File: src/sv/spr_pkg.sv
// ============================================================================
// spr_pkg
// Shared types, constants and the speed-to-delay map of the servo ramp.
// ============================================================================
package spr_pkg;

    localparam int ANGLE_W    = 8;
    localparam int PCT_W      = 7;
    localparam int DELAY_W    = 4;
    localparam int PROD_W     = 16;
    localparam int EST_W      = 12;
    localparam int CFG_IDX_W  = 2;
    localparam int CFG_DATA_W = 8;

    localparam logic [ANGLE_W-1:0] ANGLE_FULL   = 8'd180;
    localparam logic [PCT_W-1:0]   PCT_MAX      = 7'd100;
    localparam logic [DELAY_W-1:0] DELAY_BIAS   = 4'd5;
    localparam logic [ANGLE_W-1:0] MIN_RESET    = 8'd0;
    localparam logic [ANGLE_W-1:0] MAX_RESET    = 8'd180;

    // floor(x / 100) == (x * 5243) >> 19 for every x below 2^15.
    localparam int                 RECIP_W      = 13;
    localparam logic [RECIP_W-1:0] RECIP_100    = 13'd5243;
    localparam int                 RECIP_SHIFT  = 19;
    localparam logic [6:0]         CEIL_ADJ_100 = 7'd99;

    typedef enum logic [1:0] {
        CMD_SET  = 2'd0,
        CMD_TICK = 2'd1,
        CMD_HOME = 2'd2
    } cmd_t;

    typedef enum logic [CFG_IDX_W-1:0] {
        CFG_MIN_ANGLE = 2'd0,
        CFG_MAX_ANGLE = 2'd1,
        CFG_MIRROR    = 2'd2
    } cfg_index_t;

    function automatic logic [DELAY_W-1:0] delay_for_speed(input logic [2:0] lvl);
        logic [DELAY_W-1:0] d;
        case (lvl)
            3'd7:    d = 4'd0;
            3'd6:    d = 4'd0;
            3'd5:    d = 4'd1;
            3'd4:    d = 4'd2;
            3'd3:    d = 4'd5;
            3'd2:    d = 4'd8;
            default: d = 4'd10;
        endcase
        return d;
    endfunction

endpackage

File: src/sv/spr_target_map.sv
// ============================================================================
// spr_target_map
// Turns the scaled span (max-min)*percent into a clamped target angle.
// ============================================================================
module spr_target_map (
    input  logic signed [spr_pkg::PROD_W-1:0]  prod,
    input  logic        [spr_pkg::ANGLE_W-1:0] min_angle,
    input  logic        [spr_pkg::ANGLE_W-1:0] max_angle,
    output logic        [spr_pkg::ANGLE_W-1:0] target
);
    import spr_pkg::*;

    localparam int MAG_W = PROD_W - 1;
    localparam int SCL_W = MAG_W + RECIP_W;
    localparam int SUM_W = ANGLE_W + 3;

    logic                     neg;
    logic [PROD_W-1:0]        prod_abs;
    logic [MAG_W-1:0]         mag;
    logic [MAG_W-1:0]         mag_adj;
    logic [SCL_W-1:0]         scaled;
    logic [ANGLE_W:0]         quot;
    logic signed [SUM_W-1:0]  quot_s;
    logic signed [SUM_W-1:0]  sum;
    logic signed [SUM_W-1:0]  min_s;
    logic signed [SUM_W-1:0]  max_s;

    always_comb
    begin
        neg      = prod[PROD_W-1];
        prod_abs = neg ? PROD_W'(-prod) : PROD_W'(prod);
        mag      = prod_abs[MAG_W-1:0];
        // A negative span rounds toward minus infinity: negate the ceiling.
        mag_adj  = neg ? MAG_W'(mag + MAG_W'(CEIL_ADJ_100)) : mag;
        scaled   = SCL_W'(mag_adj) * SCL_W'(RECIP_100);
        quot     = scaled[RECIP_SHIFT +: ANGLE_W+1];
        quot_s   = neg ? -$signed(SUM_W'(quot)) : $signed(SUM_W'(quot));
        min_s    = $signed(SUM_W'(min_angle));
        max_s    = $signed(SUM_W'(max_angle));
        sum      = min_s + quot_s;
        if (sum < min_s)
        begin
            target = min_angle;
        end
        else if (sum > max_s)
        begin
            target = max_angle;
        end
        else
        begin
            target = sum[ANGLE_W-1:0];
        end
    end

endmodule

File: src/sv/servo_position_ramp.sv
// ============================================================================
// servo_position_ramp
// Command-driven servo position ramp with slew-rate limit and mirroring.
// ============================================================================
// The block takes one command per cycle while the output is not stalled and
// returns one result per command. The first stage clamps the percent, maps
// the speed level and forms the scaled span; the second divides by 100,
// clamps the target and updates position, target, percent, step delay and
// the wait counter; the third forms the move-time estimate and the status
// flags into the output register. The whole pipeline stalls together while
// a result waits to be taken.
module servo_position_ramp (
    input  logic                                clk,
    input  logic                                rst_n,
    input  logic                                cfg_we,
    input  logic [spr_pkg::CFG_IDX_W-1:0]       cfg_index,
    input  logic [spr_pkg::CFG_DATA_W-1:0]      cfg_data,
    input  logic                                in_valid,
    output logic                                in_ready,
    input  logic [1:0]                          cmd,
    input  logic signed [7:0]                   percent,
    input  logic [2:0]                          speed_level,
    output logic                                out_valid,
    input  logic                                out_ready,
    output logic [spr_pkg::ANGLE_W-1:0]         servo_angle,
    output logic [spr_pkg::ANGLE_W-1:0]         position,
    output logic [spr_pkg::ANGLE_W-1:0]         target,
    output logic [spr_pkg::EST_W-1:0]           estimate_ms,
    output logic [spr_pkg::PCT_W-1:0]           last_percent,
    output logic                                below_ninety,
    output logic                                moving
);
    import spr_pkg::*;

    // Configuration.
    logic [ANGLE_W-1:0] min_angle_reg;
    logic [ANGLE_W-1:0] max_angle_reg;
    logic               mirror_reg;

    // Pipeline control.
    logic advance;
    logic p1_valid_reg;
    logic p2_valid_reg;
    logic out_valid_reg;

    // First stage.
    logic [PCT_W-1:0]          pct_clamp;
    logic signed [ANGLE_W:0]   span;
    logic signed [PROD_W:0]    prod_full;
    cmd_t                      p1_cmd_reg;
    logic [PCT_W-1:0]          p1_pct_reg;
    logic [DELAY_W-1:0]        p1_delay_reg;
    logic signed [PROD_W-1:0]  p1_prod_reg;

    // Ramp state.
    logic [ANGLE_W-1:0] position_reg;
    logic [ANGLE_W-1:0] position_next;
    logic [ANGLE_W-1:0] target_reg;
    logic [ANGLE_W-1:0] target_next;
    logic [DELAY_W-1:0] step_delay_reg;
    logic [DELAY_W-1:0] step_delay_next;
    logic [DELAY_W-1:0] wait_count_reg;
    logic [DELAY_W-1:0] wait_count_next;
    logic [DELAY_W-1:0] wait_dec;
    logic [PCT_W-1:0]   percent_reg;
    logic [PCT_W-1:0]   percent_next;
    logic [ANGLE_W-1:0] p2_steps_reg;
    logic [ANGLE_W-1:0] p2_steps_next;
    logic [ANGLE_W-1:0] mapped_target;

    // Output stage.
    logic [DELAY_W-1:0] per_step;
    logic [EST_W-1:0]   pos_x10;
    logic [EST_W-1:0]   max_x9;
    logic [ANGLE_W-1:0] servo_angle_reg;
    logic [ANGLE_W-1:0] position_out_reg;
    logic [ANGLE_W-1:0] target_out_reg;
    logic [EST_W-1:0]   estimate_reg;
    logic [PCT_W-1:0]   last_percent_reg;
    logic               below_ninety_reg;
    logic               moving_reg;

    assign advance  = !out_valid_reg || out_ready;
    assign in_ready = advance;

    always_ff @(posedge clk or negedge rst_n)
    begin
        if (!rst_n)
        begin
            min_angle_reg <= MIN_RESET;
            max_angle_reg <= MAX_RESET;
            mirror_reg    <= 1'b0;
        end
        else if (cfg_we)
        begin
            case (cfg_index)
                CFG_MIN_ANGLE: min_angle_reg <= cfg_data;
                CFG_MAX_ANGLE: max_angle_reg <= cfg_data;
                CFG_MIRROR:    mirror_reg    <= cfg_data[0];
                default:       ;
            endcase
        end
    end

    // ------------------------------------------------------------------
    // First stage: clamp, speed map and the span multiply.
    // ------------------------------------------------------------------
    always_comb
    begin
        if (percent[7])
        begin
            pct_clamp = '0;
        end
        else if (percent[6:0] > PCT_MAX)
        begin
            pct_clamp = PCT_MAX;
        end
        else
        begin
            pct_clamp = percent[6:0];
        end
        span      = $signed({1'b0, max_angle_reg}) - $signed({1'b0, min_angle_reg});
        prod_full = (PROD_W+1)'(span) * $signed((PROD_W+1)'(pct_clamp));
    end

    always_ff @(posedge clk or negedge rst_n)
    begin
        if (!rst_n)
        begin
            p1_valid_reg <= 1'b0;
        end
        else if (advance)
        begin
            p1_valid_reg <= in_valid;
        end
    end

    always_ff @(posedge clk)
    begin
        if (advance && in_valid)
        begin
            p1_cmd_reg   <= cmd_t'(cmd);
            p1_pct_reg   <= pct_clamp;
            p1_delay_reg <= delay_for_speed(speed_level);
            p1_prod_reg  <= prod_full[PROD_W-1:0];
        end
    end

    // ------------------------------------------------------------------
    // Second stage: target mapping and the ramp state update.
    // ------------------------------------------------------------------
    spr_target_map u_target_map (
        .prod      (p1_prod_reg),
        .min_angle (min_angle_reg),
        .max_angle (max_angle_reg),
        .target    (mapped_target)
    );

    always_comb
    begin
        position_next   = position_reg;
        target_next     = target_reg;
        step_delay_next = step_delay_reg;
        wait_count_next = wait_count_reg;
        percent_next    = percent_reg;
        p2_steps_next   = '0;
        wait_dec        = (wait_count_reg != '0) ? wait_count_reg - 1'b1 : wait_count_reg;
        case (p1_cmd_reg)
            CMD_SET:
            begin
                step_delay_next = p1_delay_reg;
                percent_next    = p1_pct_reg;
                target_next     = mapped_target;
                p2_steps_next   = (position_reg > mapped_target)
                                ? position_reg - mapped_target
                                : mapped_target - position_reg;
            end
            CMD_TICK:
            begin
                wait_count_next = wait_dec;
                if (position_reg != target_reg)
                begin
                    if (step_delay_reg == '0)
                    begin
                        position_next = target_reg;
                    end
                    else if (wait_dec == '0)
                    begin
                        position_next   = (position_reg > target_reg)
                                        ? position_reg - 1'b1
                                        : position_reg + 1'b1;
                        wait_count_next = step_delay_reg;
                    end
                end
            end
            CMD_HOME:
            begin
                target_next   = min_angle_reg;
                position_next = min_angle_reg;
            end
            default:
            begin
            end
        endcase
    end

    always_ff @(posedge clk or negedge rst_n)
    begin
        if (!rst_n)
        begin
            p2_valid_reg   <= 1'b0;
            position_reg   <= '0;
            target_reg     <= '0;
            step_delay_reg <= '0;
            wait_count_reg <= '0;
            percent_reg    <= '0;
        end
        else if (advance)
        begin
            p2_valid_reg <= p1_valid_reg;
            if (p1_valid_reg)
            begin
                position_reg   <= position_next;
                target_reg     <= target_next;
                step_delay_reg <= step_delay_next;
                wait_count_reg <= wait_count_next;
                percent_reg    <= percent_next;
            end
        end
    end

    always_ff @(posedge clk)
    begin
        if (advance && p1_valid_reg)
        begin
            p2_steps_reg <= p2_steps_next;
        end
    end

    // ------------------------------------------------------------------
    // Third stage: estimate, flags and the output register. The ramp state
    // registers hold exactly the state left by the item in this stage.
    // ------------------------------------------------------------------
    always_comb
    begin
        per_step = step_delay_reg + DELAY_BIAS;
        pos_x10  = EST_W'(position_reg) * EST_W'(10);
        max_x9   = EST_W'(max_angle_reg) * EST_W'(9);
    end

    always_ff @(posedge clk or negedge rst_n)
    begin
        if (!rst_n)
        begin
            out_valid_reg <= 1'b0;
        end
        else if (advance)
        begin
            out_valid_reg <= p2_valid_reg;
        end
    end

    always_ff @(posedge clk)
    begin
        if (advance && p2_valid_reg)
        begin
            servo_angle_reg  <= mirror_reg ? ANGLE_W'(ANGLE_FULL - position_reg)
                                           : position_reg;
            position_out_reg <= position_reg;
            target_out_reg   <= target_reg;
            estimate_reg     <= EST_W'(p2_steps_reg) * EST_W'(per_step);
            last_percent_reg <= percent_reg;
            below_ninety_reg <= (pos_x10 < max_x9);
            moving_reg       <= (position_reg != target_reg);
        end
    end

    assign out_valid    = out_valid_reg;
    assign servo_angle  = servo_angle_reg;
    assign position     = position_out_reg;
    assign target       = target_out_reg;
    assign estimate_ms  = estimate_reg;
    assign last_percent = last_percent_reg;
    assign below_ninety = below_ninety_reg;
    assign moving       = moving_reg;

    // ------------------------------------------------------------------
    // Assertions
    // ------------------------------------------------------------------
    a_home_aligns: assert property (@(posedge clk) disable iff (!rst_n)
        advance && p1_valid_reg && p1_cmd_reg == CMD_HOME
        |=> position_reg == target_reg)
        else $error("home command did not align position and target");

    a_jump_on_zero_delay: assert property (@(posedge clk) disable iff (!rst_n)
        advance && p1_valid_reg && p1_cmd_reg == CMD_TICK && step_delay_reg == '0
        |=> position_reg == target_reg)
        else $error("tick with zero step delay did not reach the target");

    a_wait_bounded: assert property (@(posedge clk) disable iff (!rst_n)
        wait_count_reg <= 4'd10 && step_delay_reg <= 4'd10)
        else $error("wait counter or step delay out of range");

    a_state_held_on_stall: assert property (@(posedge clk) disable iff (!rst_n)
        !advance |=> $stable(position_reg) && $stable(target_reg)
                     && $stable(wait_count_reg))
        else $error("ramp state changed while the pipeline was stalled");

endmodule

File: config.mk
export PLATFORM = sky130hd
export DESIGN_NAME = servo_position_ramp
export DESIGN_NICKNAME = d
export VERILOG_FILES = /design/src/sv/spr_pkg.sv /design/src/sv/spr_target_map.sv /design/src/sv/servo_position_ramp.sv
export SDC_FILE = /design/constraint.sdc
export NUM_CORES = 1
export LEC_CHECK = 0
export BUFFER_PORTS_ARGS = -buffer_cell sky130_fd_sc_hd__buf_2
export CORE_ASPECT_RATIO = 0.5
export CORE_UTILIZATION = 64
export DETAILED_ROUTE_END_ITERATION = 10
export PLACE_DENSITY = 0.82
export RECOVER_POWER = 25
export REMOVE_ABC_BUFFERS = 1
export SETUP_SLACK_MARGIN = 0.02
export SLEW_MARGIN = 10
export SYNTH_ARGS = -nofsm -noshare
export SYNTH_HDL_FRONTEND = slang
export SYNTH_HIERARCHICAL = 1
export SYNTH_SLANG_ARGS = --single-unit
File: constraint.sdc
create_clock -name clk -period 13.47 [get_ports clk]
set_input_delay 0.6735 -clock clk [delete_from_list [all_inputs] [get_ports clk]]
set_output_delay 0.6735 -clock clk [all_outputs]
set_load 0.05 [all_outputs]
==> metrics.cfg <==
[placement]
dp_cells = 2102
dpl.hpwl_mm = 29.6
place_area_mm2 = 0.0171
port-buffer-count = 74
gp_congestion = 0.978

[clock_network]
cts.sinks = 132
clk_latency_ps = 430
cts_tree = done
ctsHoldBuffers = 0
max-clock-path-buffers = 2
cts_made_buffers = 17
cts-root-buf = clkbuf_16
htree_levels = 4
clk_pin_slew_worst_paths_ps = 60

[worst_hold_path]
min_from = cmd[0]
hold_class = in2reg
hold_path_depth = 1
whs_endpoint = p1_cmd_reg[0]

[timing]
skew_ps = 9.35
fin_hold_ws_ps = 409
tns_ps = 0
max_freq_mhz = 76.8
final.period_utilization_pct = 96.6
final_max_slew_viol_count = 52
hold_violations = 0
setup_violations = 0
tightest_slew_ps = 2930
max_slew_margin_pct = -95.2
finalCriticalPeriod_ps = 13020

[drt]
drcViolationCount = 0
ant_nets = 0
drt-initial-drc-count = 934
drt_wl_total_mm = 38.0
wl_per_cell_um = 17.7
vias = 12502
firstDrtPassIters = 6
viasPerCell = 5.82

[critical_path]
cp_max_fo = 9
reg2reg_to = p2_steps_reg[7]
crit_slowest_cell = a222oi_1
arrival_ps = 13190
cp_slowest_stage_delay_ps = 560
cp.required_ps = 13640
r2r_start = p1_prod_reg[2]
start_kind = flop
rr_worst_depth = 54
reg2reg_slack_ps = 450
path_class = reg2reg
cp-end-kind = flop
worst_path_most_repeated_cell = ha_1

[floorplan]
ios = 75
die-area_mm2 = 0.0262
die_h_um = 115
fp.dieW_um = 228
core_mm2 = 0.0245
num_rows = 40
start_util_pct = 66.7

[synthesis]
postSynthCellCount = 1710
synth_area_leader_cell = ha_1
async_reset_ff_share_pct = 38.6
syn_avg_cell_area_um2 = 9.57
seq_area_frac_synth_pct = 22.7
synth_edf_count = 81
mappedNetlistArea_mm2 = 0.0164
ys_warn_count = 6
synth.most_common_cell = inv_1
synth.distinct_cells = 100
ys_ff_latch = 132
dominantRegCellSynth = edfxtp_1
synth_common_cells = inv_1, ha_1, fa_1
yosys.area.top_type_share_pct = 19.4
synth_area_leaders = ha_1, fa_1, edfxtp_1

[run]
drv_cap = 1

[run_status]
outcome = finished, violations left
violations = max-capacitance violations, max-slew violations

[final_layout]
multiInputGateArea_mm2 = 0.0115
fillCellCount = 1734
final_cells = 2149
num_antenna_cells = 0
final-seq-area_mm2 = 0.00371
fin_area_mm2 = 0.0180
layout-drive-gt1-share_pct = 12.4
syn2layout_area_growth_pct = 10.2
fin_nets = 2212

[grt]
antenna_found_initial = 0
grt-ovfl-total = 0
first_global_vias = 12283
grt_pass1_wl_mm = 61.1
grt_use_total_pct = 29.5
grt_start_max_net_pins = 52

-- critical path: cells and delay by family (launching register included) --
family	cells	cell delay, ps
DFF	1	480
muxes	1	270
adders and majority gates	10	3580
AOI/OAI and AO/OA	16	3960
xor gates and xnor gates	4	720
buffers and inverters	10	1090
and+or+nand+nor	13	2650
-- worst max-delay path by stage --
stage,cells after the start,to,start,slack [ps]
CTS,54,p2_steps_reg[7],p1_prod_reg[2],50
detailed placement,55,p2_steps_reg[7],p1_prod_reg[2],110
global route,56,p2_steps_reg[7],p1_prod_reg[2],-270
global placement,55,p2_steps_reg[7],p1_prod_reg[2],450
floorplan,53,p2_steps_reg[7],p1_prod_reg[2],1000
finish,54,p2_steps_reg[7],p1_prod_reg[2],450
-- cell type report --
type	count	share of cell area [%]
inverters	312	6.50
flip-flops and latches	132	20.6
multi-input cells	1234	63.9
clock inverters	12	0.986
clock buffers	20	2.48
repair buffers	103	3.24
well taps	336	2.33
-- cell families (layout without fill, tap and decap cells) --
kind of cell	Yosys count	after routing	synth area share, %
AND/OR/NAND/NOR	387	387	12.3
AO/OA/AOI/OAI	307	307	12.4
adder cells (fa/ha/maj)	384	384	35.4
XOR/XNOR	115	115	6.20
multiplexers	41	41	2.75
buffers and inverters	344	447	8.25
flip-flops	132	132	22.7
-- through the flow --
step	utilization, %	setup WS [ps]
after global routing	73.5	-266
after detailed placement	69.6	109
after global placement	69.6	449
after floorplan	-	998
final	73.5	452
after CTS	72.2	50.3
-- metal layers --
metal	vias to the layer above	global-route usage (%)	wire length, um
li1	5924	-	-
met1	6085	40.6	17300
met2	437	48.8	17300
met3	56	5.11	2790
met4	0	8.05	652
met5	-	0	0
-- cells in the final DEF (no fill, tap or decap), types with 47 or more instances in the layout --
cell type / Yosys / final
a21oi_1: 76 / 72
ha_1: 253 / 251
fa_1: 131 / 131
o21ai_0: 71 / 68
buf_2: 2 / 73
xnor2_1: 70 / 65
nand2_1: 109 / 109
dfrtp_1: 47 / 47
edfxtp_1: 81 / 81
inv_1: 312 / 312
nor2_1: 97 / 95
-- repair_timing --
action                     in CTS  in global routing
pin swaps                       0                 12
gates cloned                    0                  0
buffers inserted                0                 15
setup endpoints to repair       1                  7
gates resized for setup         1                 36
Power is not shown: default switching activity piles up to over one toggle a cycle in this logic, so the estimate is an artifact.
